--- config.mk ---
export PLATFORM = sky130hd
export DESIGN_NAME = rv32c_instruction_expander_flat
export DESIGN_NICKNAME = d
export VERILOG_FILES = /design/src/rvcx_pkg.sv /design/src/rvcx_instr_if.sv /design/src/rvcx_result_if.sv /design/src/rvcx_in_stage.sv /design/src/rvcx_decode.sv /design/src/rvcx_out_stage.sv /design/src/rv32c_instruction_expander.sv /design/src/flat_wrapper.sv
export VERILOG_INCLUDE_DIRS = /design/src /design/src/src
export SDC_FILE = /design/constraint.sdc
export NUM_CORES = 1
export LEC_CHECK = 0
export ABC_AREA = 1
export BUFFER_PORTS_ARGS = -buffer_cell sky130_fd_sc_hd__buf_2
export CAP_MARGIN = 20
export CORE_MARGIN = 2
export CORE_UTILIZATION = 64
export CTS_BUF_LIST = sky130_fd_sc_hd__clkbuf_2 sky130_fd_sc_hd__clkbuf_4 sky130_fd_sc_hd__clkbuf_8
export CTS_CLUSTER_DIAMETER = 50
export DETAILED_ROUTE_END_ITERATION = 7
export PLACE_DENSITY = 0.86
export SETUP_SLACK_MARGIN = 0.1
export SKIP_CTS_REPAIR_TIMING = 1
export SLEW_MARGIN = 0
export SYNTH_ARGS = -nofsm -noshare
export SYNTH_HDL_FRONTEND = slang
export SYNTH_SLANG_ARGS = --single-unit
export TNS_END_PERCENT = 50
--- constraint.sdc ---
create_clock -name clk -period 7.94 [get_ports clk]
set_clock_uncertainty 0.15 [all_clocks]
set_input_delay 0.397 -clock clk [delete_from_list [all_inputs] [get_ports clk]]
set_output_delay 0.397 -clock clk [all_outputs]
set_load 0.01 [all_outputs]
--- src/rv32c_instruction_expander_assert.svh ---
// Assertion macros shared by the RV32C expander RTL.
// Expects signals named clk and rst in the including scope.
`ifndef RV32C_INSTRUCTION_EXPANDER_ASSERT_SVH
`define RV32C_INSTRUCTION_EXPANDER_ASSERT_SVH

// Same-cycle implication, off while reset is high.
`define RVCX_ASSERT_SAME(label, ante, cons, msg) \
  label: assert property (@(posedge clk) disable iff (rst) (ante) |-> (cons)) \
    else $error(msg);

// Next-cycle implication, off while reset is high.
`define RVCX_ASSERT_NEXT(label, ante, cons, msg) \
  label: assert property (@(posedge clk) disable iff (rst) (ante) |=> (cons)) \
    else $error(msg);

`endif

--- src/rvcx_pkg.sv ---
// Shared types, codes and encoders for the RV32C expander.
// No dependencies; every other RTL file refers to it by scoped names.
`default_nettype none

package rvcx_pkg;

  localparam int CINSTR_W = 16;
  localparam int INSTR_W  = 32;

  typedef logic [CINSTR_W-1:0] cinstr_t;
  typedef logic [INSTR_W-1:0]  instr_t;
  typedef logic [4:0]          reg_idx_t;
  typedef logic [2:0]          funct3_t;
  typedef logic [6:0]          opcode_t;

  typedef struct packed {
    instr_t expanded_instr;
    logic   illegal;
  } result_t;

  // Compressed quadrants (bits 1:0)
  localparam logic [1:0] QUAD_C0 = 2'b00;
  localparam logic [1:0] QUAD_C1 = 2'b01;
  localparam logic [1:0] QUAD_C2 = 2'b10;

  // Compressed funct3 (bits 15:13)
  localparam funct3_t C0_ADDI4SPN = 3'b000;
  localparam funct3_t C0_LW       = 3'b010;
  localparam funct3_t C0_SW       = 3'b110;
  localparam funct3_t C1_ADDI     = 3'b000;
  localparam funct3_t C1_JAL      = 3'b001;
  localparam funct3_t C1_LI       = 3'b010;
  localparam funct3_t C1_LUI      = 3'b011;
  localparam funct3_t C1_ARITH    = 3'b100;
  localparam funct3_t C1_J        = 3'b101;
  localparam funct3_t C1_BEQZ     = 3'b110;
  localparam funct3_t C1_BNEZ     = 3'b111;
  localparam funct3_t C2_SLLI     = 3'b000;
  localparam funct3_t C2_LWSP     = 3'b010;
  localparam funct3_t C2_JR_MV    = 3'b100;
  localparam funct3_t C2_SWSP     = 3'b110;

  // C1 arithmetic group selectors
  localparam logic [1:0] ARITH_SRLI = 2'b00;
  localparam logic [1:0] ARITH_SRAI = 2'b01;
  localparam logic [1:0] ARITH_ANDI = 2'b10;
  localparam logic [1:0] ARITH_REG  = 2'b11;
  localparam logic [1:0] REG_SUB    = 2'b00;
  localparam logic [1:0] REG_XOR    = 2'b01;
  localparam logic [1:0] REG_OR     = 2'b10;
  localparam logic [1:0] REG_AND    = 2'b11;

  // Base opcodes
  localparam opcode_t OP_IMM    = 7'b0010011;
  localparam opcode_t OP_LOAD   = 7'b0000011;
  localparam opcode_t OP_STORE  = 7'b0100011;
  localparam opcode_t OP_JAL    = 7'b1101111;
  localparam opcode_t OP_BRANCH = 7'b1100011;
  localparam opcode_t OP_LUI    = 7'b0110111;
  localparam opcode_t OP_REG    = 7'b0110011;
  localparam opcode_t OP_JALR   = 7'b1100111;
  localparam opcode_t OP_SYSTEM = 7'b1110011;

  // Base funct3 / funct7
  localparam funct3_t F3_ADD = 3'b000;
  localparam funct3_t F3_SLL = 3'b001;
  localparam funct3_t F3_W   = 3'b010;
  localparam funct3_t F3_XOR = 3'b100;
  localparam funct3_t F3_SR  = 3'b101;
  localparam funct3_t F3_OR  = 3'b110;
  localparam funct3_t F3_AND = 3'b111;
  localparam funct3_t F3_BEQ = 3'b000;
  localparam funct3_t F3_BNE = 3'b001;
  localparam logic [6:0] F7_BASE = 7'b0000000;
  localparam logic [6:0] F7_ALT  = 7'b0100000;

  localparam reg_idx_t REG_ZERO = 5'd0;
  localparam reg_idx_t REG_RA   = 5'd1;
  localparam reg_idx_t REG_SP   = 5'd2;

  localparam logic [11:0] IMM_EBREAK = 12'h001;
  localparam instr_t      NOP_WORD   = 32'h0000_0013;

  function automatic instr_t enc_i(logic [11:0] imm, reg_idx_t rs1, funct3_t f3,
                                   reg_idx_t rd, opcode_t op);
    return {imm, rs1, f3, rd, op};
  endfunction

  function automatic instr_t enc_r(logic [6:0] f7, reg_idx_t rs2, reg_idx_t rs1,
                                   funct3_t f3, reg_idx_t rd, opcode_t op);
    return {f7, rs2, rs1, f3, rd, op};
  endfunction

  function automatic instr_t enc_s(logic [11:0] imm, reg_idx_t rs2, reg_idx_t rs1,
                                   funct3_t f3, opcode_t op);
    return {imm[11:5], rs2, rs1, f3, imm[4:0], op};
  endfunction

  function automatic instr_t enc_b(logic [12:0] imm, reg_idx_t rs2, reg_idx_t rs1,
                                   funct3_t f3, opcode_t op);
    return {imm[12], imm[10:5], rs2, rs1, f3, imm[4:1], imm[11], op};
  endfunction

  function automatic instr_t enc_j(logic [20:0] imm, reg_idx_t rd, opcode_t op);
    return {imm[20], imm[10:1], imm[11], imm[19:12], rd, op};
  endfunction

endpackage

`default_nettype wire

--- src/rvcx_instr_if.sv ---
// Channel carrying one compressed instruction per transaction.
// Depends on rvcx_pkg for the payload width.
`default_nettype none

interface rvcx_instr_if;
  logic                  valid;
  logic                  ready;
  rvcx_pkg::cinstr_t     compressed_instr;

  modport source (output valid, output compressed_instr, input ready);
  modport sink   (input valid, input compressed_instr, output ready);
endinterface

`default_nettype wire

--- src/rvcx_result_if.sv ---
// Channel carrying one expanded instruction and its illegal flag per transaction.
// Depends on rvcx_pkg for the payload width.
`default_nettype none

interface rvcx_result_if;
  logic                  valid;
  logic                  ready;
  rvcx_pkg::instr_t      expanded_instr;
  logic                  illegal;

  modport source (output valid, output expanded_instr, output illegal, input ready);
  modport sink   (input valid, input expanded_instr, input illegal, output ready);
endinterface

`default_nettype wire

--- src/rvcx_in_stage.sv ---
// Input register: captures one compressed instruction per transaction.
// Depends on rvcx_pkg and rvcx_instr_if.
`default_nettype none

module rvcx_in_stage (
  input  wire logic         clk,
  input  wire logic         rst,
  rvcx_instr_if.sink        instr,
  input  wire logic         advance,
  output logic              valid,
  output rvcx_pkg::cinstr_t word
);

  assign instr.ready = !valid || advance;

  always_ff @(posedge clk) begin
    if (rst) begin
      valid <= 1'b0;
    end else if (instr.ready) begin
      valid <= instr.valid;
    end
  end

  always_ff @(posedge clk) begin
    if (instr.valid && instr.ready) begin
      word <= instr.compressed_instr;
    end
  end

endmodule

`default_nettype wire

--- src/rvcx_decode.sv ---
// Combinational RV32C to RV32I expansion of one registered instruction word.
// Depends on rvcx_pkg for codes, encoders and the result type.
`default_nettype none

module rvcx_decode (
  input  wire rvcx_pkg::cinstr_t word,
  output rvcx_pkg::result_t      result
);

  always_comb begin
    logic [1:0]           quad;
    rvcx_pkg::funct3_t    f3;
    rvcx_pkg::reg_idx_t   rd;
    rvcx_pkg::reg_idx_t   rs2;
    rvcx_pkg::reg_idx_t   rdp;
    rvcx_pkg::reg_idx_t   rs1p;
    logic [11:0]          ci;
    logic                 ci_zero;
    logic [9:0]           imm10;
    logic [6:0]           lo7;
    logic [7:0]           imm8;
    logic [20:0]          cj;
    logic [12:0]          cb;
    rvcx_pkg::instr_t     w;
    logic                 bad;

    quad    = word[1:0];
    f3      = word[15:13];
    rd      = word[11:7];
    rs2     = word[6:2];
    rdp     = {2'b01, word[4:2]};
    rs1p    = {2'b01, word[9:7]};
    ci      = {{6{word[12]}}, word[12], word[6:2]};
    ci_zero = !word[12] && (word[6:2] == 5'd0);
    lo7     = {word[5], word[12:10], word[6], 2'b00};
    cj      = {{10{word[12]}}, word[8], word[10:9], word[6], word[7], word[2],
               word[11], word[5:3], 1'b0};
    cb      = {{4{word[12]}}, word[12], word[6:5], word[2], word[11:10], word[4:3], 1'b0};
    imm10   = '0;
    imm8    = '0;
    w       = '0;
    bad     = 1'b0;

    case (quad)
      rvcx_pkg::QUAD_C0: begin
        case (f3)
          rvcx_pkg::C0_ADDI4SPN: begin
            imm10 = {word[10:7], word[12:11], word[5], word[6], 2'b00};
            bad   = (imm10 == 10'd0);
            w     = rvcx_pkg::enc_i({2'b00, imm10}, rvcx_pkg::REG_SP, rvcx_pkg::F3_ADD,
                                    rdp, rvcx_pkg::OP_IMM);
          end
          rvcx_pkg::C0_LW: begin
            w = rvcx_pkg::enc_i({5'd0, lo7}, rs1p, rvcx_pkg::F3_W, rdp, rvcx_pkg::OP_LOAD);
          end
          rvcx_pkg::C0_SW: begin
            w = rvcx_pkg::enc_s({5'd0, lo7}, rdp, rs1p, rvcx_pkg::F3_W, rvcx_pkg::OP_STORE);
          end
          default: bad = 1'b1;
        endcase
      end

      rvcx_pkg::QUAD_C1: begin
        case (f3)
          rvcx_pkg::C1_ADDI: begin
            w = (ci_zero || rd == rvcx_pkg::REG_ZERO) ? rvcx_pkg::NOP_WORD :
                rvcx_pkg::enc_i(ci, rd, rvcx_pkg::F3_ADD, rd, rvcx_pkg::OP_IMM);
          end
          rvcx_pkg::C1_JAL: begin
            w = rvcx_pkg::enc_j(cj, rvcx_pkg::REG_RA, rvcx_pkg::OP_JAL);
          end
          rvcx_pkg::C1_LI: begin
            w = (rd == rvcx_pkg::REG_ZERO) ? rvcx_pkg::NOP_WORD :
                rvcx_pkg::enc_i(ci, rvcx_pkg::REG_ZERO, rvcx_pkg::F3_ADD, rd,
                                rvcx_pkg::OP_IMM);
          end
          rvcx_pkg::C1_LUI: begin
            if (rd == rvcx_pkg::REG_SP) begin
              imm10 = {word[12], word[4:3], word[5], word[2], word[6], 4'd0};
              bad   = (imm10 == 10'd0);
              w     = rvcx_pkg::enc_i({{2{word[12]}}, imm10}, rvcx_pkg::REG_SP,
                                      rvcx_pkg::F3_ADD, rvcx_pkg::REG_SP, rvcx_pkg::OP_IMM);
            end else begin
              bad = ci_zero;
              w   = (rd == rvcx_pkg::REG_ZERO) ? rvcx_pkg::NOP_WORD :
                    {{14{word[12]}}, word[12], word[6:2], rd, rvcx_pkg::OP_LUI};
            end
          end
          rvcx_pkg::C1_ARITH: begin
            case (word[11:10]) inside
              rvcx_pkg::ARITH_SRLI, rvcx_pkg::ARITH_SRAI: begin
                bad = word[12] || (rs2 == 5'd0);
                w   = rvcx_pkg::enc_r(word[10] ? rvcx_pkg::F7_ALT : rvcx_pkg::F7_BASE, rs2,
                                      rs1p, rvcx_pkg::F3_SR, rs1p, rvcx_pkg::OP_IMM);
              end
              rvcx_pkg::ARITH_ANDI: begin
                w = rvcx_pkg::enc_i(ci, rs1p, rvcx_pkg::F3_AND, rs1p, rvcx_pkg::OP_IMM);
              end
              default: begin
                bad = word[12];
                case (word[6:5])
                  rvcx_pkg::REG_SUB: w = rvcx_pkg::enc_r(rvcx_pkg::F7_ALT, rdp, rs1p,
                                                         rvcx_pkg::F3_ADD, rs1p, rvcx_pkg::OP_REG);
                  rvcx_pkg::REG_XOR: w = rvcx_pkg::enc_r(rvcx_pkg::F7_BASE, rdp, rs1p,
                                                         rvcx_pkg::F3_XOR, rs1p, rvcx_pkg::OP_REG);
                  rvcx_pkg::REG_OR:  w = rvcx_pkg::enc_r(rvcx_pkg::F7_BASE, rdp, rs1p,
                                                         rvcx_pkg::F3_OR, rs1p, rvcx_pkg::OP_REG);
                  default:           w = rvcx_pkg::enc_r(rvcx_pkg::F7_BASE, rdp, rs1p,
                                                         rvcx_pkg::F3_AND, rs1p, rvcx_pkg::OP_REG);
                endcase
              end
            endcase
          end
          rvcx_pkg::C1_J: begin
            w = rvcx_pkg::enc_j(cj, rvcx_pkg::REG_ZERO, rvcx_pkg::OP_JAL);
          end
          rvcx_pkg::C1_BEQZ: begin
            w = rvcx_pkg::enc_b(cb, rvcx_pkg::REG_ZERO, rs1p, rvcx_pkg::F3_BEQ,
                                rvcx_pkg::OP_BRANCH);
          end
          default: begin
            w = rvcx_pkg::enc_b(cb, rvcx_pkg::REG_ZERO, rs1p, rvcx_pkg::F3_BNE,
                                rvcx_pkg::OP_BRANCH);
          end
        endcase
      end

      rvcx_pkg::QUAD_C2: begin
        case (f3)
          rvcx_pkg::C2_SLLI: begin
            bad = word[12] || (rs2 == 5'd0);
            w   = (rd == rvcx_pkg::REG_ZERO) ? rvcx_pkg::NOP_WORD :
                  rvcx_pkg::enc_r(rvcx_pkg::F7_BASE, rs2, rd, rvcx_pkg::F3_SLL, rd,
                                  rvcx_pkg::OP_IMM);
          end
          rvcx_pkg::C2_LWSP: begin
            bad  = (rd == rvcx_pkg::REG_ZERO);
            imm8 = {word[3:2], word[12], word[6:4], 2'b00};
            w    = rvcx_pkg::enc_i({4'd0, imm8}, rvcx_pkg::REG_SP, rvcx_pkg::F3_W, rd,
                                   rvcx_pkg::OP_LOAD);
          end
          rvcx_pkg::C2_JR_MV: begin
            if (rs2 == rvcx_pkg::REG_ZERO) begin
              if (!word[12]) begin
                // jr: rs1 of zero is reserved
                bad = (rd == rvcx_pkg::REG_ZERO);
                w   = rvcx_pkg::enc_i(12'd0, rd, rvcx_pkg::F3_ADD, rvcx_pkg::REG_ZERO,
                                      rvcx_pkg::OP_JALR);
              end else if (rd == rvcx_pkg::REG_ZERO) begin
                w = rvcx_pkg::enc_i(rvcx_pkg::IMM_EBREAK, rvcx_pkg::REG_ZERO,
                                    rvcx_pkg::F3_ADD, rvcx_pkg::REG_ZERO, rvcx_pkg::OP_SYSTEM);
              end else begin
                w = rvcx_pkg::enc_i(12'd0, rd, rvcx_pkg::F3_ADD, rvcx_pkg::REG_RA,
                                    rvcx_pkg::OP_JALR);
              end
            end else begin
              // mv adds to x0, add adds to rd
              w = (rd == rvcx_pkg::REG_ZERO) ? rvcx_pkg::NOP_WORD :
                  rvcx_pkg::enc_r(rvcx_pkg::F7_BASE, rs2,
                                  word[12] ? rd : rvcx_pkg::REG_ZERO,
                                  rvcx_pkg::F3_ADD, rd, rvcx_pkg::OP_REG);
            end
          end
          rvcx_pkg::C2_SWSP: begin
            imm8 = {word[8:7], word[12:9], 2'b00};
            w    = rvcx_pkg::enc_s({4'd0, imm8}, rs2, rvcx_pkg::REG_SP, rvcx_pkg::F3_W,
                                   rvcx_pkg::OP_STORE);
          end
          default: bad = 1'b1;
        endcase
      end

      default: bad = 1'b1;
    endcase

    result.expanded_instr = bad ? '0 : w;
    result.illegal        = bad;
  end

endmodule

`default_nettype wire

--- src/rvcx_out_stage.sv ---
// Result register: holds one expanded instruction until the sink takes it.
// Depends on rvcx_pkg and rvcx_result_if.
`default_nettype none

module rvcx_out_stage (
  input  wire logic              clk,
  input  wire logic              rst,
  input  wire logic              valid_in,
  input  wire rvcx_pkg::result_t data_in,
  output logic                   ready_out,
  rvcx_result_if.source          result
);

  logic              valid;
  rvcx_pkg::result_t data;

  assign ready_out             = !valid || result.ready;
  assign result.valid          = valid;
  assign result.expanded_instr = data.expanded_instr;
  assign result.illegal        = data.illegal;

  always_ff @(posedge clk) begin
    if (rst) begin
      valid <= 1'b0;
    end else if (ready_out) begin
      valid <= valid_in;
    end
  end

  always_ff @(posedge clk) begin
    if (valid_in && ready_out) begin
      data <= data_in;
    end
  end

endmodule

`default_nettype wire

--- src/rv32c_instruction_expander.sv ---
// RV32C instruction expander top level: input register, expansion logic, result register.
// Path: an input transaction lands in the input register, passes the expansion logic and
// lands in the result register; throughput 1 per cycle while the sink does not stall,
// with a single pass of expansion logic between the two registers.
// Reset (rst, synchronous, active high) empties both registers; nothing else is kept.
// Depends on rvcx_pkg, rvcx_instr_if, rvcx_result_if and the rvcx_* stages.
`default_nettype none

`include "rv32c_instruction_expander_assert.svh"

module rv32c_instruction_expander (
  input  wire logic     clk,
  input  wire logic     rst,
  rvcx_instr_if.sink    instr,
  rvcx_result_if.source result
);

  // Stage 1 holds the raw compressed word; it advances whenever the
  // result register has room or is being drained this cycle.
  logic              word_valid;
  rvcx_pkg::cinstr_t word;
  logic              out_ready;

  // Combinational rearrangement of the held word into the base encoding, with its illegal flag.
  rvcx_pkg::result_t expanded;

  rvcx_in_stage u_in (
    .clk     (clk),
    .rst     (rst),
    .instr   (instr),
    .advance (out_ready),
    .valid   (word_valid),
    .word    (word)
  );

  rvcx_decode u_decode (
    .word   (word),
    .result (expanded)
  );

  // Stage 2 holds the finished transaction while the sink stalls, so a new
  // compressed word can still enter stage 1 behind it.
  rvcx_out_stage u_out (
    .clk       (clk),
    .rst       (rst),
    .valid_in  (word_valid),
    .data_in   (expanded),
    .ready_out (out_ready),
    .result    (result)
  );

  // An illegal transaction never carries an expansion.
  `RVCX_ASSERT_SAME(a_illegal_zero, result.valid && result.illegal,
                    result.expanded_instr == '0, "illegal result carries nonzero word")
  // Every legal expansion is a 32-bit base encoding.
  `RVCX_ASSERT_SAME(a_legal_base, result.valid && !result.illegal,
                    result.expanded_instr[1:0] == 2'b11, "legal result is not a base encoding")
  // A held word that is stalled stays put.
  `RVCX_ASSERT_NEXT(a_hold_word, word_valid && !out_ready,
                    word_valid && $stable(word), "stage 1 word lost while stalled")
  // A word moving on lands in the result register.
  `RVCX_ASSERT_NEXT(a_advance, word_valid && out_ready,
                    result.valid, "stage 1 word dropped on advance")
  // An accepted transaction is held in stage 1 on the next cycle.
  `RVCX_ASSERT_NEXT(a_capture, instr.valid && instr.ready,
                    word_valid, "accepted transaction not captured")

endmodule

`default_nettype wire

--- src/flat_wrapper.sv ---
// flat-port wrapper written by rule: the top's interface ports become plain ports
module rv32c_instruction_expander_flat 
  (clk, rst, instr_valid, instr_compressed_instr, instr_ready, result_valid, result_expanded_instr, result_illegal, result_ready);
  rvcx_instr_if instr_i ();
  rvcx_result_if result_i ();
  input  wire logic clk;
  input  wire logic rst;
  input wire logic [$bits(instr_i.valid)-1:0] instr_valid;
  input wire logic [$bits(instr_i.compressed_instr)-1:0] instr_compressed_instr;
  output wire logic [$bits(instr_i.ready)-1:0] instr_ready;
  output wire logic [$bits(result_i.valid)-1:0] result_valid;
  output wire logic [$bits(result_i.expanded_instr)-1:0] result_expanded_instr;
  output wire logic [$bits(result_i.illegal)-1:0] result_illegal;
  input wire logic [$bits(result_i.ready)-1:0] result_ready;
  assign instr_i.valid = instr_valid;
  assign instr_i.compressed_instr = instr_compressed_instr;
  assign instr_ready = instr_i.ready;
  assign result_valid = result_i.valid;
  assign result_expanded_instr = result_i.expanded_instr;
  assign result_illegal = result_i.illegal;
  assign result_i.ready = result_ready;
  rv32c_instruction_expander u_core (.clk(clk), .rst(rst), .instr(instr_i), .result(result_i));
endmodule
# --- Word level (Yosys, flattened, before mapping) ---
# Cells that the tools add are included.
word_totals:
  inputBits: 20
  regBits: 51
  wordCells: 65
  output_inout_bits: 35
classes:
  mux: 27
  reduce_logical: 20
  eq_ne: 13
op_table:
  columns: ["cell", "n"]
  rows:
  - ["$mux 32", 7]
  - ["$pmux 32 s7", 1]
  - ["$pmux 32 s4", 1]
  - ["$pmux 32 s3", 1]
  - ["$pmux 31 s3", 1]
  - ["$pmux 30 s3", 1]
  - ["$mux 25", 2]
  - ["$mux 21", 2]
  - ["$logic_not 5->1", 2]
  - ["$eq 3x3->1 const B", 3]
  - ["$logic_not 8->1", 1]
  - ["$eq 2x1->1 const B", 3]
  - ["$eq 2x2->1 const B", 3]
  - ["$eq 3x2->1 const B", 2]
  - ["$logic_not 2->1", 3]
  - ["$logic_not 6->1", 1]
  - ["$mux 6", 1]
  - ["$eq 5x2->1 const B", 1]
  - ["$mux 1", 5]
  - ["$mux 5", 1]
  - ["$logic_or 1x1->1", 4]
  - ["$pmux 1 s2", 2]
  - ["$pmux 1 s4", 1]
  - ["$reduce_or 2->1", 2]
  - ["5 further kinds", 9]

# --- Depth between registers and ports, before layout ---
# Gate-level depths: netlist of the first run.
depth:
  depth_word: 6
  depth_mapped: 13
  depth_no_buf: 11

# --- Cells and area by module ---
# From an unflattened synthesis of the first run, not the netlist that was laid out.
hier_totals:
  cells_unflattened: 472
  area_unflattened_um2: 3540.9
modules_own_cells:
  columns: ["mod", "instances", "cells_per_inst", "area_each_um2", "seq_area_each_um2"]
  rows:
  - ["rvcx_decode", 1, 411, 1974.4, 0.0]
  - ["rvcx_out_stage", 1, 39, 1038.5, 1011.0]
  - ["rvcx_in_stage", 1, 22, 528.0, 500.5]

# --- Worst setup path before layout of the first run ---
# Ideal clock, no wire load.
synth_path:
  path_kind: "input-to-reg"
  startpoint: "input result_ready"
  endpoint: "register u_core.u_out.data, in the netlist u_core.u_out.result.expanded_instr[10] (enable)"
  setup_time_ns: 0.432
  stages: 2
  path_buffers: 0
  required_ns: 7.358
  setup_slack_ns: 5.333
  t_arrival_ns: 2.026
  path_cell_list: "inv_1 > a21oi_1"
synth_between:
  elab_chain_cells: 2
synth_rtl:
  columns: ["element", "line", "rtl"]
  rows:
  - ["start, declared", "flat_wrapper.sv:14", "input wire logic [$bits(result_i.ready)-1:0] result_ready;"]
  - ["$logic_or 1x1->1", "rvcx_out_stage.sv:17", "assign ready_out = !valid || result.ready;"]
  - ["$logic_and 1x1->1", "rvcx_out_stage.sv:31", "if (valid_in && ready_out) begin"]
  - ["end signal, assigned", "rvcx_out_stage.sv:32", "data <= data_in;"]
  - ["end, declared", "rvcx_out_stage.sv:15", "rvcx_pkg::result_t data;"]
# No other way between the ends.
# A chain may end at the register's enable or synchronous reset.

# --- Final worst setup path of the first run ---
layout_path:
  startpoint: "register u_core.u_in.word[14]"
  endpoint: "register u_core.u_out.data, in the netlist u_core.u_out.result.expanded_instr[21] (data pin)"
layout_between:
  elab_chain_cells: 4
  word_cells_on_any_way: 16
  cone_classes: "6 x eq/ne; 8 x mux; 2 x reduce/logical"
layout_rtl:
  columns: ["element", "line", "rtl"]
  rows:
  - ["start, declared", "rvcx_in_stage.sv:11", "output rvcx_pkg::cinstr_t word"]
  - ["start signal, assigned", "rvcx_in_stage.sv:26", "word <= instr.compressed_instr;"]
  - ["$eq 3x3->1 / $eq 3x2->1 (equally long branches)", "rvcx_decode.sv:46, rvcx_decode.sv:64, rvcx_decode.sv:129", null]
  - ["$reduce_or 2->1 (no line)", null, null]
  - ["$pmux 1 s2", "rvcx_decode.sv:46", "case (f3)"]
  - ["$pmux 1 s3", "rvcx_decode.sv:44", "case (quad)"]
# Parallel ways exist; a longest one is shown, timed or not.

==> impl_metrics.py, run 1 <==
metrics = {
    "synth": {
        "ys_seq_area_share_pct": 39.6,
        "synth.net_count": 517,
        "synth_flop_cell": "edfxtp_1",
        "ys_types": 33,
        "avgSynthCellArea_um2": 7.52,
        "synthArstFlopShare_pct": 0,
        "syn_area_um2": 3740,
        "synth-seq-cells": 50,
        "syn_inst": 497,
        "synth_warnings": 0,
        "synth_edf_count": 48,
    },
    "final_layout": {
        "layout_common_cells": "nand2_1, nor2_1, buf_2, edfxtp_1, inv_1",
        "antennaDiodeCount": 0,
        "post-route-util_pct": 73.8,
        "area_growth_pct": 9.97,
        "drive_gt1_share_pct": 23.5,
        "layout_commonest_cell": "nand2_1",
        "finalNetCount": 564,
        "fillers": 435,
    },
    "placement": {
        "port_buffers": 54,
        "gp_congestion": 1.13,
        "pre_cts_ws_ns": 5.53,
        "dp_hpwl_um": 8520,
    },
    "flow_run": {
        "drv_cap": 0,
    },
    "timing": {
        "relSlewSlack_pct": 57.3,
        "post-route-period-util_pct": 31.1,
        "rsz0062_at_grt": "no",
        "fin_ws_ns": 5.47,
        "tns_ns": 0,
        "setup_viol": 0,
        "hold_viol_final": 0,
        "maxSlewViolCount": 0,
        "worst_slew_pin_slew_ns": 0.640,
        "holdWs_ns": 0.103,
        "finalCriticalPeriod_ns": 2.47,
        "max_freq_mhz": 404,
    },
    "grt": {
        "grt_pass1_vias": 3516,
        "grt_overflow": 0,
        "antenna_found_initial": 0,
        "grt_max_degree": 33,
        "grt_pass1_wl_um": 18000,
        "track_usage_pct": 37.8,
    },
    "route": {
        "drt_pass1_iterations": 7,
        "postRouteWirelength_um": 11600,
        "post_drt_wl_per_cell_um": 18.9,
        "drt-vias-per-instance": 6.26,
        "drtIter0Drc": 823,
        "vias": 3865,
        "drc": 0,
        "final_antenna_net_count": 0,
    },
    "pwr": {
        "leakagePower_nw": 1.93,
        "irDropWorstVdd_mv": 0.109,
        "cellPowerDensity_nw_per_um2": 164,
        "total_power_w": 0.000675,
    },
    "clock_network": {
        "cts_root_buf": "clkbuf_8",
        "cts_buffers": 5,
        "clk_pin_slew_ns": 0.09,
        "max-clock-path-buffers": 2,
        "clock-sinks": 50,
        "clkLatencyLatePin_ns": 0.31,
        "h-tree-depth": 2,
        "cts_tree": "built",
    },
    "floorplanning": {
        "rows": 27,
        "initial_core_util_pct": 67.1,
        "die_w_um": 80.4,
        "die_y_um": 80.4,
        "coreArea_um2": 5570,
        "io_pins": 55,
        "dieArea_um2": 6470,
    },
    "hold_path": {
        "hold_path_class": "in -> reg",
    },
    "setup_path": {
        "critical_path_arrival_ns": 2.47,
        "start_kind": "flop",
        "critPathRequiredTime_ns": 7.94,
        "worstSetupPathType": "reg -> reg",
        "cp_max_fo": 24,
        "crit_path_end_kind": "flop",
    },
    "status": {
        "outcome": "finished, final reports clean",
    },
}
==> worst paths after layout <==
kind | to | slack [ns] | cells after the start | start
setup reg to reg | u_core.u_out.result.expanded_instr[21] | 5.47 | 7 | u_core.u_in.word[14]
setup / recovery | u_core.u_out.result.expanded_instr[21] | 5.47 | 7 | u_core.u_in.word[14]
hold / removal | u_core.u_out.result.valid | 0.10 | 2 | rst
hold reg to reg | u_core.u_out.result.valid | 0.34 | 2 | u_core.u_in.valid
==> report_power, final <==
part	switching, W	internal [W]
clock	0.0000866	0.000134
combinational	0.0000930	0.0000393
sequential	0.0000171	0.000305
==> critical path, cell delays in order, from the launching register on <==
cell	delay, ns
edfxtp_1	0.63
inv_4	0.20
nor2_1	0.08
a21oi_1	0.35
nand3_1	0.15
nand2_2	0.13
nand3_4	0.34
a21oi_1	0.27
==> cells in the mapped netlist (2+ instances only) <==
cell type | n | area (um^2)
nand2_1 | 128 | 480
nor2_1 | 64 | 240
edfxtp_1 | 48 | 1440
inv_1 | 47 | 176
nand3_1 | 35 | 175
a21oi_1 | 34 | 170
o21ai_0 | 30 | 150
nor2_2 | 22 | 138
inv_2 | 10 | 37.5
nand2_2 | 7 | 43.8
nor2_4 | 6 | 67.6
nor3_1 | 6 | 30.0
a22oi_1 | 5 | 37.5
buf_2 | 5 | 25.0
buf_6 | 5 | 56.3
o211ai_1 | 5 | 37.5
buf_4 | 4 | 30.0
nand2_4 | 4 | 45.0
nand4_1 | 4 | 25.0
nor2_8 | 4 | 80.1
a21oi_2 | 3 | 26.3
nand3_4 | 3 | 52.6
nand3b_1 | 3 | 22.5
a31oi_1 | 2 | 12.5
buf_12 | 2 | 40.0
dfxtp_1 | 2 | 40.0
inv_4 | 2 | 12.5
o21ai_1 | 2 | 10.0
==> sequential cells by signal, indices dropped and copies added (netlist names) <==
register / cells
u_core.u_out.result.expanded_instr: 31
u_core.u_in.valid: 1
u_core.u_out.result.illegal: 1
u_core.u_in.word: 16
u_core.u_out.result.valid: 1
==> stage by stage <==
stage	cells	cell area, um^2
global route	617	4110
global placement	609	3970
CTS	617	4110
floorplan	497	3740
finish	617	4110
detailed placement	609	3970
==> metal layers <==
layer  share of wire (%)  track usage [%]
met1                  35             49.6
met5                   0                0
met3                  15             9.10
met4                 5.7             20.5
met2                  44             57.4
==> cell families (layout without fill, tap and decap cells) <==
| logic type | Yosys count | after routing | share of synthesized area (%) |
|---|---|---|---|
| AND/OR/NAND/NOR | 287 | 287 | 37.7 |
| AO/OA/AOI/OAI | 83 | 83 | 12.3 |
| buffers and inverters | 77 | 125 | 10.3 |
| flip-flops | 50 | 50 | 39.6 |
==> cell type report <==
cell class,instances,area (um^2),share of cell area [%]
repair buffers,57,293,7.12
multi-input cells,370,1870,45.6
clock inverters,2,60.1,1.46
clock buffers,6,82.6,2.01
inverters,60,230,5.60
flip-flops and latches,50,1480,36.0
well taps,72,90.1,2.19
Power figures use the tool's default switching activity.
==> run 2, diff against run 1 <==
- CORE_UTILIZATION: 64 -> 60
- PLACE_DENSITY: 0.86 -> 0.81
- clock period: 7.94 -> 2.4 ns (I/O delays scaled with it)
==> run 2 against run 1 <==
Effect of this change:
- final area is 9.5% higher
- largest power group unchanged
- critical path depth rose by 2
- combinational power grew to 4.1 times the previous value
- via count is 7.6% higher
- largest cell class unchanged
- worst setup slack worse by 5.3 ns
- total power increased to 3.1 times the previous value
- global-route usage down 3.3 points
==> impl_metrics.py, run 2 (same netlist as run 1, synthesis figures left out) <==
metrics = {
    "clock_network": {
        "max-clock-path-buffers": 2,
        "clock-sinks": 50,
        "cts_tree": "built",
        "clkLatencyLatePin_ns": 0.32,
        "h-tree-depth": 2,
        "clk_pin_slew_ns": 0.10,
        "cts_buffers": 5,
        "cts_root_buf": "clkbuf_8",
    },
    "timing": {
        "worst_slew_pin_slew_ns": 0.550,
        "relSlewSlack_pct": 63.3,
        "setup_viol": 0,
        "max_freq_mhz": 453,
        "finalCriticalPeriod_ns": 2.21,
        "post-route-period-util_pct": 92.0,
        "hold_viol_final": 0,
        "rsz0062_at_grt": "no",
        "tns_ns": 0,
        "maxSlewViolCount": 0,
    },
    "route": {
        "drt_pass1_iterations": 7,
        "vias": 4160,
        "post_drt_wl_per_cell_um": 19.2,
        "drc": 0,
        "drtIter0Drc": 728,
        "postRouteWirelength_um": 12800,
        "drt-vias-per-instance": 6.22,
        "final_antenna_net_count": 0,
    },
    "final_layout": {
        "drive_gt1_share_pct": 26.6,
        "largest_register_ffs": 31,
        "antennaDiodeCount": 0,
        "area_growth_pct": 20.4,
        "finalNetCount": 613,
        "layout_commonest_cell": "nand2_1",
        "multi_input_area_um2": 1880,
        "layout_common_cells": "nand2_1, nor2_1, buf_2, edfxtp_1, inv_1",
        "fillers": 461,
        "ff_latch_area_um2": 1480,
    },
    "floorplanning": {
        "die_y_um": 82.9,
        "io_pins": 55,
        "dieArea_um2": 6880,
        "coreArea_um2": 5960,
        "initial_core_util_pct": 62.8,
        "rows": 28,
        "die_w_um": 82.9,
    },
    "setup_path": {
        "ff2ff_path_depth": 9,
        "critPathCapture": "u_core.u_out.result.expanded_instr[27]",
        "worstSetupPathType": "reg -> reg",
        "critPathLaunch": "u_core.u_in.word[14]",
        "critPathRequiredTime_ns": 2.32,
        "crit_path_end_kind": "flop",
        "r2r-end": "u_core.u_out.result.expanded_instr[27]",
        "start_kind": "flop",
        "cp_max_fo": 16,
        "critical_path_arrival_ns": 2.12,
        "rrSetupSlack_ns": 0.19,
        "r2r_start": "u_core.u_in.word[14]",
    },
    "pwr": {
        "total_power_w": 0.00212,
        "leakagePower_nw": 2.14,
        "cellPowerDensity_nw_per_um2": 471,
        "irDropWorstVdd_mv": 0.442,
    },
    "placement": {
        "port_buffers": 54,
        "gp_congestion": 1.11,
        "dp_hpwl_um": 8930,
    },
    "grt": {
        "track_usage_pct": 34.5,
        "antenna_found_initial": 0,
        "grt_overflow": 0,
        "grt_pass1_wl_um": 18500,
        "grt_pass1_vias": 3646,
        "grt_max_degree": 33,
    },
    "status": {
        "outcome": "finished, final reports clean",
    },
    "hold_path": {
        "hold_path_class": "in -> reg",
    },
    "flow_run": {
        "drv_cap": 0,
    },
}
==> run 2: critical path, stage by stage (launching register included) <==
cell,delay [ns]
edfxtp_1,0.56
nor2_4,0.20
nand2_4,0.14
inv_2,0.24
nand3_1,0.10
nand2_1,0.08
nand2_2,0.07
nand3_4,0.14
buf_12,0.20
a21oi_1,0.06
==> run 2: metal layers <==
metal  global-route usage, %  vias up  wire [um]
met1                    42.9     1798       4530
met4                    20.6        0       1110
met5                       0        -          0
li1                        -     1829          -
met2                    52.9      410       5550
met3                    10.3      123       1660
==> run 2: how the worst min path moves through the flow <==
stage | start | end | depth (start not counted)
after floorplan | rst | u_core.u_in.valid | 1
after global placement | rst | u_core.u_in.valid | 2
after detailed placement | instr_compressed_instr[11] | u_core.u_in.word[11] | 1
after CTS | instr_compressed_instr[12] | u_core.u_in.word[12] | 1
after global routing | result_ready | u_core.u_in.valid | 4
final | result_ready | u_core.u_in.valid | 4
==> run 2: stage by stage <==
stage          area [um^2]  utilization [%]  worst slack (ns)  cells  hold slack (ns)
2_1_floorplan         3740                -             0.557    497           0.0391
3_3_place_gp          4140             69.6             0.194    632            0.143
3_5_place_dp          4140             69.6             0.160    632            0.148
4_1_cts               4240             71.2             0.134    640           -0.177
5_1_grt               4500             75.6             0.113    669            0.154
6_report              4500             75.6             0.192    669            0.120
==> run 2: area by class of cell <==
cell class | instances | share of cell area (%)
clock buffer | 7 | 2.00
clock inverter | 1 | 0.111
inverter | 60 | 5.12
multi-input combinational | 370 | 41.8
sequential | 50 | 32.9
tap | 75 | 2.09
timing repair buffer | 106 | 16.0
==> run 2: where the power goes <==
group / internal (W) / switching [W]
clock network: 0.000245 / 0.000292
logic: 0.000188 / 0.000356
registers: 0.00101 / 0.0000312
total: 0.00144 / 0.000680
==> run 3, diff against run 2 <==
- CORE_UTILIZATION: 60 -> 59
- PLACE_DENSITY: 0.81 -> 0.8
- SYNTH_HIERARCHICAL: default -> 1
==> run 3 against run 2 <==
Effect of this change:
- global-route usage is 3.4 points higher
- area after synthesis decreased by 5.3%
- clock-buffer cell count shrank 2
- total power increased by 8.6%
- maximum frequency is 0.25% higher
- wire length down 3.5%
- critical endpoint is now u_core/u_out/result.expanded_instr[7]
- final area increased by 1.3%
- die area shrank 3.5%
- final cell count is 0.60% lower
- sequential cell count grew 1
- worst hold slack got worse by 0.074 ns
- largest cell class unchanged
- sequential power about the same
==> impl_metrics.py, run 3 <==
metrics = {
    "status": {
        "outcome": "finished, final reports clean",
    },
    "synth": {
        "syn_inst": 472,
        "yosysTopAreaCell": "edfxtp_1",
        "synth-seq-cells": 51,
        "ys_seq_area_share_pct": 42.7,
        "synth_common_cells": "nand2_1, nor2_1, edfxtp_1",
        "synth.net_count": 492,
        "avgSynthCellArea_um2": 7.50,
        "synth_warnings": 6,
        "syn_area_um2": 3540,
        "synthArstFlopShare_pct": 0,
        "synth_most_common_cell": "nand2_1",
        "synth_edf_count": 49,
        "synthTopCellsByArea": "edfxtp_1, nand2_1, nor2_1",
        "synth_flop_cell": "edfxtp_1",
        "synth_top_area_share_pct": 41.6,
        "ys_types": 31,
    },
    "timing": {
        "worst_slew_pin_slew_ns": 0.432,
        "setup_viol": 0,
        "tns_ns": 0,
        "max_freq_mhz": 454,
        "hold_viol_final": 0,
        "post-route-period-util_pct": 91.8,
        "rsz0062_at_grt": "no",
        "maxSlewViolCount": 0,
        "finalCriticalPeriod_ns": 2.20,
        "relSlewSlack_pct": 71.1,
        "fin_ws_ns": 0.198,
    },
    "setup_path": {
        "worstSetupPathType": "reg -> reg",
        "critical_path_arrival_ns": 2.23,
        "r2r_start": "u_core/u_in/word[13]",
        "start_kind": "flop",
        "cp_max_fo": 10,
        "ff2ff_path_depth": 10,
        "critPathRequiredTime_ns": 2.43,
        "rrSetupSlack_ns": 0.20,
        "crit_path_end_kind": "flop",
        "r2r-end": "u_core/u_out/result.expanded_instr[7]",
    },
    "placement": {
        "dp_hpwl_um": 9120,
        "port_buffers": 54,
        "gp_congestion": 1.19,
        "pre_cts_ws_ns": 0.212,
        "place_area_um2": 4200,
    },
    "floorplanning": {
        "dieArea_um2": 6640,
        "die_y_um": 81.5,
        "coreArea_um2": 5850,
        "die_w_um": 81.5,
        "io_pins": 55,
        "rows": 28,
        "initial_core_util_pct": 60.5,
    },
    "clock_network": {
        "cts_root_buf": "clkbuf_8",
        "h-tree-depth": 2,
        "clock-sinks": 51,
        "cts_tree": "built",
        "max-clock-path-buffers": 2,
        "cts_buffers": 5,
        "clkLatencyLatePin_ns": 0.31,
        "clk_pin_slew_ns": 0.09,
    },
    "grt": {
        "track_usage_pct": 37.8,
        "grt_overflow": 0,
        "antenna_found_initial": 0,
        "grt_max_degree": 34,
        "grt_pass1_vias": 3789,
        "grt_pass1_wl_um": 18600,
    },
    "hold_path": {
        "min_from": "result_ready",
        "hold_path_depth": 6,
        "hold_path_class": "in -> reg",
        "min_to": "u_core/u_in/valid",
    },
    "route": {
        "drt-vias-per-instance": 6.15,
        "drt_pass1_iterations": 6,
        "postRouteWirelength_um": 12400,
        "drc": 0,
        "drtIter0Drc": 820,
        "final_antenna_net_count": 0,
        "vias": 4089,
        "post_drt_wl_per_cell_um": 18.6,
    },
    "pwr": {
        "total_power_w": 0.00230,
        "cellPowerDensity_nw_per_um2": 505,
        "irDropWorstVdd_mv": 0.389,
        "p_int_w": 0.00163,
        "p_sw_share_pct": 29.1,
        "p_clk_share_pct": 30.9,
        "p_seq_share_pct": 45.9,
        "p_switching_w": 0.000671,
        "leakagePower_nw": 2.12,
        "power_frac_comb_pct": 23.2,
    },
    "final_layout": {
        "layout_common_cells": "nand2_1, nor2_1, buf_2, buf_4, edfxtp_1",
        "area_growth_pct": 28.7,
        "fin_area_um2": 4560,
        "layout_commonest_cell": "nand2_1",
        "largest_register_ffs": 32,
        "antennaDiodeCount": 0,
        "drive_gt1_share_pct": 29.8,
        "finalNetCount": 609,
    },
    "flow_run": {
        "drv_cap": 0,
    },
}
run 3: cell types whose count changed after synthesis, sizes merged, moves of 3 or more:
cell / previous run / this run
inv: 59 / 48
nor2: 96 / 85
a21oi: 37 / 46
a22oi: 5 / 1
nand2: 139 / 135
nor3: 6 / 2
nand3b: 3 / 0
run 3: critical path, stage by stage, from the launching register on:
cell and delay (ns):
edfxtp_1 0.42, buf_12 0.18, nor2_4 0.16, nand2_2 0.17, inv_1 0.29, nand2_1 0.16
nand2_1 0.10, nand2_1 0.06, a21oi_1 0.20, nor2_1 0.10, nor2_2 0.08
run 3: cell type report:
type                    instances  area, um^2
multi-input cells             356        1760
fillers                       425        1290
flip-flops and latches         51        1510
clock inverters                 3        67.6
inverters                      48         180
clock buffers                   5        68.8
well taps                      75        93.8
repair buffers                127         878
run 3: how the worst max path moves through the flow:
| stage | start | to | slack, ns | cells past startpoint |
|---|---|---|---|---|
| detailed placement | u_core/u_in/word[6] | u_core/u_out/result.expanded_instr[16] | 0.21 | 10 |
| CTS | u_core/u_in/word[6] | u_core/u_out/result.expanded_instr[16] | 0.20 | 10 |
| finish | u_core/u_in/word[13] | u_core/u_out/result.expanded_instr[7] | 0.20 | 10 |
| global placement | u_core/u_in/word[13] | u_core/u_out/result.expanded_instr[7] | 0.20 | 10 |
| global route | u_core/u_in/word[13] | u_core/u_out/result.expanded_instr[21] | 0.12 | 10 |
| floorplan | u_core/u_in/word[13] | u_core/u_out/result.expanded_instr[1] | 0.49 | 11 |
run 3: power groups by stage:
stage	sequential (W)	clock [W]	combinational, W
after CTS	0.00106	0.000719	0.000476
after global routing	0.00106	0.000743	0.000565
after floorplan	0.00108	0	0.000291
final	0.00106	0.000711	0.000535
after global placement	0.00108	0	0.000471
after detailed placement	0.00108	0	0.000473
run 3: per-layer routing:
| metal | wire length [um] | vias to the layer above | part of all wire [%] | global-route usage (%) |
|---|---|---|---|---|
| met5 | 0 | - | 0 | 0 |
| met4 | 1180 | 0 | 9.5 | 27.1 |
| li1 | - | 1804 | - | - |
| met2 | 5290 | 401 | 43 | 57.4 |
| met1 | 4150 | 1753 | 33 | 46.5 |
| met3 | 1790 | 131 | 14 | 10.2 |
run 3: metrics by stage:
| stage | instances | util (%) | hold slack (ns) |
|---|---|---|---|
| 5_1_grt | 665 | 77.9 | 0.0794 |
| 3_3_place_gp | 636 | 71.9 | 0.147 |
| 6_report | 665 | 77.9 | 0.0453 |
| 4_1_cts | 644 | 74.2 | -0.176 |
| 3_5_place_dp | 636 | 71.9 | 0.148 |
| 2_1_floorplan | 472 | - | 0.0324 |
run 3: kinds of logic (layout without fill, tap and decap cells):
group,Yosys count,count (layout),share of synthesized area (%)
AO/OA/AOI/OAI,89,89,14.1
buffers and inverters,65,183,8.34
AND/OR/NAND/NOR,267,267,34.9
flip-flops,51,51,42.7
